**config.mk**
```make
export PLATFORM = sky130hd
export DESIGN_NAME = bst_cell
export DESIGN_NICKNAME = d
export VERILOG_FILES = /design/src/bst_pkg.sv /design/src/bst_cell.sv
export SDC_FILE = /design/constraint.sdc
export NUM_CORES = 1
export LEC_CHECK = 0
export CORE_MARGIN = 1
export CORE_UTILIZATION = 45
export CTS_BUF_LIST = sky130_fd_sc_hd__clkbuf_16
export CTS_CLUSTER_SIZE = 30
export DETAILED_ROUTE_END_ITERATION = 8
export DONT_BUFFER_PORTS = 1
export HOLD_SLACK_MARGIN = 0.15
export SETUP_SLACK_MARGIN = 0.15
export SYNTH_ARGS = -nofsm -noshare
export SYNTH_HDL_FRONTEND = slang
export SYNTH_SLANG_ARGS = --single-unit
```
**constraint.sdc**
```tcl
create_clock -name clk_i -period 3.6 [get_ports clk_i]
set_clock_uncertainty 0.2 [all_clocks]
set_input_delay 0.36 -clock clk_i [delete_from_list [all_inputs] [get_ports clk_i]]
set_output_delay 0.36 -clock clk_i [all_outputs]
set_load 0.01 [all_outputs]
```
**src/bst_pkg.sv**
```systemverilog
`timescale 1ns / 1ps
// ----------------------------------------------------------------------------
// bst_pkg
// Shared types and constants of the bounded set table.
// ----------------------------------------------------------------------------
package bst_pkg;

  // Width of one stored element.
  localparam int unsigned VALUE_W = 32;
  // Width of the reported entry count field.
  localparam int unsigned COUNT_W = 5;
  // Width of the operation code.
  localparam int unsigned KIND_W  = 2;

  // Operation codes. The unused code behaves as a membership query.
  typedef enum logic [KIND_W-1:0] {
    KIND_INSERT = 2'd0,
    KIND_DELETE = 2'd1,
    KIND_QUERY  = 2'd2
  } kind_e;

  // Broadcast controls from the top level to every cell.
  typedef struct packed {
    logic del_en;  // a delete is committed this cycle
    logic ins_en;  // an append of an absent value is committed this cycle
  } bst_cell_ctrl_t;

endpackage

```
**src/bst_cell.sv**
```systemverilog
`timescale 1ns / 1ps
// ----------------------------------------------------------------------------
// bst_cell
// One slot of the table: holds an element, compares it and shifts it down.
// ----------------------------------------------------------------------------
module bst_cell import bst_pkg::*; #(
  parameter int unsigned IDX = 0,
  parameter int unsigned CW  = 5
) (
  input  logic               clk_i,
  input  logic [CW-1:0]      count_i,
  input  logic [VALUE_W-1:0] value_i,
  input  logic [VALUE_W-1:0] upper_i,
  input  logic               seen_i,
  input  bst_cell_ctrl_t     ctrl_i,
  output logic [VALUE_W-1:0] entry_o,
  output logic               hit_o,
  output logic               seen_o
);

  logic [VALUE_W-1:0] entry_q, entry_d;
  logic               occupied;

  assign occupied = CW'(IDX) < count_i;
  assign hit_o    = occupied && (entry_q == value_i);
  // The match marker travels upward: on a delete, every cell at or above the match moves down.
  assign seen_o   = seen_i | hit_o;
  assign entry_o  = entry_q;

  always_comb begin
    entry_d = entry_q;
    if (ctrl_i.del_en && seen_o) begin
      entry_d = upper_i;
    end else if (ctrl_i.ins_en && (count_i == CW'(IDX))) begin
      entry_d = value_i;
    end
  end

  always_ff @(posedge clk_i) begin
    entry_q <= entry_d;
  end

endmodule
```
Yosys cells after proc, flatten, opt, wreduce, memory -nomap -nowiden
Index checks and enable logic that the tools add are counted.
{"block": "totals", "ff_bits": 32, "out_inout_bits": 34, "wordCells": 11}
{"block": "op_classes", "eq_ne": 1, "magnitude_cmp": 1, "bitwise_logic": 1, "muxes": 2, "n_reduce_logical": 5}
{"op": "two-way mux 32 bit", "n": 2}
{"op": "== test 32 bit", "n": 1}
{"op": "zero test 5 bit", "n": 1}
{"op": "less-than comparator 1 x 5 -> 1 bit, first input constant", "n": 1}
{"op": "logical AND 1 bit", "n": 3}
{"op": "nonzero test 2 bit", "n": 1}
{"op": "bitwise OR 1 bit", "n": 1}

Depth between registers and ports, before layout
{"block": "logic_depth", "word_depth": 5, "depth_mapped": 8, "mapped_depth_nobuf": 5}

Worst setup path before layout
OpenSTA, ideal clock, no wires.
{"block": "synth_path", "path_type": "register to register", "start": "register entry_q[22] (netlist: entry_o[22])", "end": "register entry_q[0] (netlist: entry_o[0]) (enable)", "stages_incl_launch_ff": 8, "arrival_ns": 2.870, "path_buffers": 2, "setup_slack_ns": 0.138, "required_time_ns": 3.008, "synth_period_minus_slack_ns": 3.462, "setup_time_ns": 0.392, "path_cell_list": "edfxtp_1 xnor2_2 nand4_1 or4_4 buf_6 buf_6 o31ai_1 a22o_1"}
{"block": "synth_between", "elab_chain_cells": 5}
{"element": "start: declaration", "line": "bst_cell.sv:21", "source": "logic [VALUE_W-1:0] entry_q, entry_d;"}
{"element": "start signal: assignment", "line": "bst_cell.sv:40", "source": "entry_q <= entry_d;"}
{"element": "== test 32 bit", "line": "bst_cell.sv:25", "source": "assign hit_o = occupied && (entry_q == value_i);"}
{"element": "logical AND 1 bit", "line": "bst_cell.sv:25"}
{"element": "bitwise OR 1 bit", "line": "bst_cell.sv:27", "source": "assign seen_o = seen_i | hit_o;"}
{"element": "net seen_o", "line": "bst_cell.sv:18", "source": "output logic seen_o"}
{"element": "logical AND 1 bit", "line": "bst_cell.sv:32", "source": "if (ctrl_i.del_en && seen_o) begin"}
{"element": "nonzero test 2 bit (no line)"}
The timed path passes the listed nets, and every way through them passes these cells.
A chain may end at the register's enable or synchronous reset.

Worst setup path in the final report
{"block": "layout_path", "start": "register entry_q[29] (netlist: entry_o[29])", "end": "register entry_q[7] (netlist: entry_o[7]), data pin"}
{"block": "layout_between", "elab_chain_cells": 5}
{"element": "== test 32 bit", "line": "bst_cell.sv:25"}
{"element": "logical AND 1 bit", "line": "bst_cell.sv:25"}
{"element": "bitwise OR 1 bit", "line": "bst_cell.sv:27"}
{"element": "logical AND 1 bit", "line": "bst_cell.sv:32"}
{"element": "two-way mux 32 bit", "line": "bst_cell.sv:32"}
{"element": "net entry_d[7]", "line": "bst_cell.sv:21"}
The timed path passes the listed nets, and every way through them passes these cells.

==> flow_summary.toml <==
[power_and_ir_drop]
pwr-share-comb_pct = 22.4
switching_share_pct = 26.99
powerDensity_mw_per_mm2 = 331.4
leakagePower_nw = 1.115
internal_power_mw = 0.8454
clkPwrFrac_pct = 34.7
power_mw = 1.158
p_seq_share_pct = 42.9
switching_power_mw = 0.3126
peakVddDrop_mv = 0.2116

[floorplan]
pin_count = 107
die_h_um = 80.92
num_rows = 28
start_util_pct = 47.06
coreArea_mm2 = 0.005956
die-area_mm2 = 0.006548
die_w_um = 80.92

[timing]
setup_viol = 0
tightest_slew_ns = 0.5903
fmax_mhz = 304.2
period_share_pct = 91.31
slew_headroom_pct = 60.64
tns_ns = 0
hold_viol = 0
slew_violations = 0
whs_ns = 0.1477
setup_ws_ns = 0.3130
fin_crit_ns = 3.287
rsz0062_at_grt = "no"

[detailed_routing]
antenna_left = 0
wl_mm = 9.516
drc = 0
dr.pass1.iters = 7
via_count = 2943
viasPerCell = 6.813
routedWlPerCell_um = 22.03
drtIter0Drc = 459

[synth]
synth.area.top_cells = "edfxtp_1, a222oi_1, xnor2_1"
synth_area_mm2 = 0.002803
ys_ff_latch = 32
synth_nets = 394
yosys_warnings = 0
yosysUniqueCellTypes = 22
yosysSeqAreaShare_pct = 34.29
synth_top_area_share_pct = 34.29
synthCells = 321
syn_area_per_cell_um2 = 8.731
synth_top_area_cell = "edfxtp_1"

[worst_setup_path]
crit_fanout = 64
required_ns = 3.42
crit_type = "reg2reg"
crit_path_start_kind = "flop"
end_kind = "flop"
cp.arrival_ns = 3.10

[hold_path]
hp-class = "in2reg"

[finish]
area_growth_pct = 24.69
mostFrequentLayoutCells = "dlygate4sd3_1, nand2_1, or4_1"
fill_cells = 570
multi_input_area_mm2 = 0.001695
drive_gt1_share_pct = 5.882
largest_register_ff_count = 32
fin_util_pct = 58.68
final_nets = 429
area.sequential_um2 = 960.9
layout_commonest_cell = "dlygate4sd3_1"
antenna-diode-count = 0

[clock_tree]
numCtsBuffers = 5
insertion_delay_ns = 0.28
post-cts-setup-buffer-count = 0
cts-htree-levels = 2
clockBufferDepth = 2
tritoncts = "yes"
cts-root-buf = "clkbuf_16"
clk_pin_slew_ns = 0.06
clkSinkCount = 32

[placed_design]
gp_congestion = 0.7991
place_hpwl_mm = 5.719
pre_cts_ws_ns = 0.7359
port-buffer-count = 0

[status]
status = "finished, final reports clean"

[grt]
grt_first_pass_wirelength_mm = 14.22
grt_max_degree = 65
antenna_found_initial = 0
grt_usage_pct = 28.70
grt_pass1_vias = 2776
gr-total-overflow = 0

[flow_run]
max_cap_viol_count = 0
## final timing paths
path	cells after the start	slack, ns	from	to
max	7	0.31	entry_o[29]	entry_o[7]
min	2	0.15	upper_i[20]	entry_o[20]
min reg2reg	6	1.26	entry_o[4]	entry_o[9]
max reg2reg	7	0.31	entry_o[29]	entry_o[7]
## stage by stage
stage,cell area [um^2],cells
detailed placement,2810,370
global placement,2810,370
finish,3495,432
floorplan,2804,321
CTS,3487,432
global route,3495,432
## timing repair
action	CTS	global route
setup endpoints to repair	0	14
hold buffers	54	0
gates resized for setup	0	1
endpoints found under the hold margin	28	0
## critical path, cell delays in order, from the launching register on
cell and delay, ns:
edfxtp_1 0.47, xnor2_2 0.31, nand4_1 0.14, or4_4 0.53, buf_4 0.30, a222oi_1 0.34
dlygate4sd3_1 0.61, nand3_1 0.08
## cells in the mapped netlist
cell type,n
buf_6,3
nor4_1,1
clkbuf_1,31
or3_1,1
or4_1,33
nand4_1,15
a22o_1,1
inv_1,2
o31ai_1,1
nor2b_1,32
xnor2_2,3
xnor2_1,29
or2_2,1
a222oi_1,32
edfxtp_1,32
or4_4,1
nand2_1,34
o21ai_0,32
nor3_1,2
nor2_1,2
nand3_1,32
o211ai_1,1
## cells by family after synthesis
kind of cell	share of synthesized area, %
flip-flops	34.29
AO/OA/AOI/OAI	17.99
XOR/XNOR	10.80
buffers and inverters	5.625
AND/OR/NAND/NOR	31.29
## metal layers
| layer | routed length (um) | vias up | track usage (%) |
|---|---|---|---|
| met2 | 4835 | 165 | 47.90 |
| met3 | 845 | 9 | 6.292 |
| met5 | 0 | - | 0 |
| met1 | 3735 | 1420 | 37.34 |
| met4 | 100 | 0 | 7.500 |
| li1 | - | 1349 | - |
## power groups by stage
stage | clock [mW] | combinational, mW | sequential (mW)
2_1_floorplan | 0 | 0.155 | 0.495
3_3_place_gp | 0 | 0.186 | 0.503
3_5_place_dp | 0 | 0.191 | 0.504
4_1_cts | 0.404 | 0.252 | 0.497
5_1_grt | 0.420 | 0.281 | 0.500
6_report | 0.402 | 0.260 | 0.497
## area by class of cell
class,count,area share (%)
Multi-Input combinational cell,253,48.51
Sequential cell,32,27.50
Timing Repair Buffer,62,17.19
Clock buffer,5,3.580
Tap cell,75,2.685
Clock inverter,3,0.3222
Inverter,2,0.2148
Note: power is estimated with default switching activity, not from simulation.
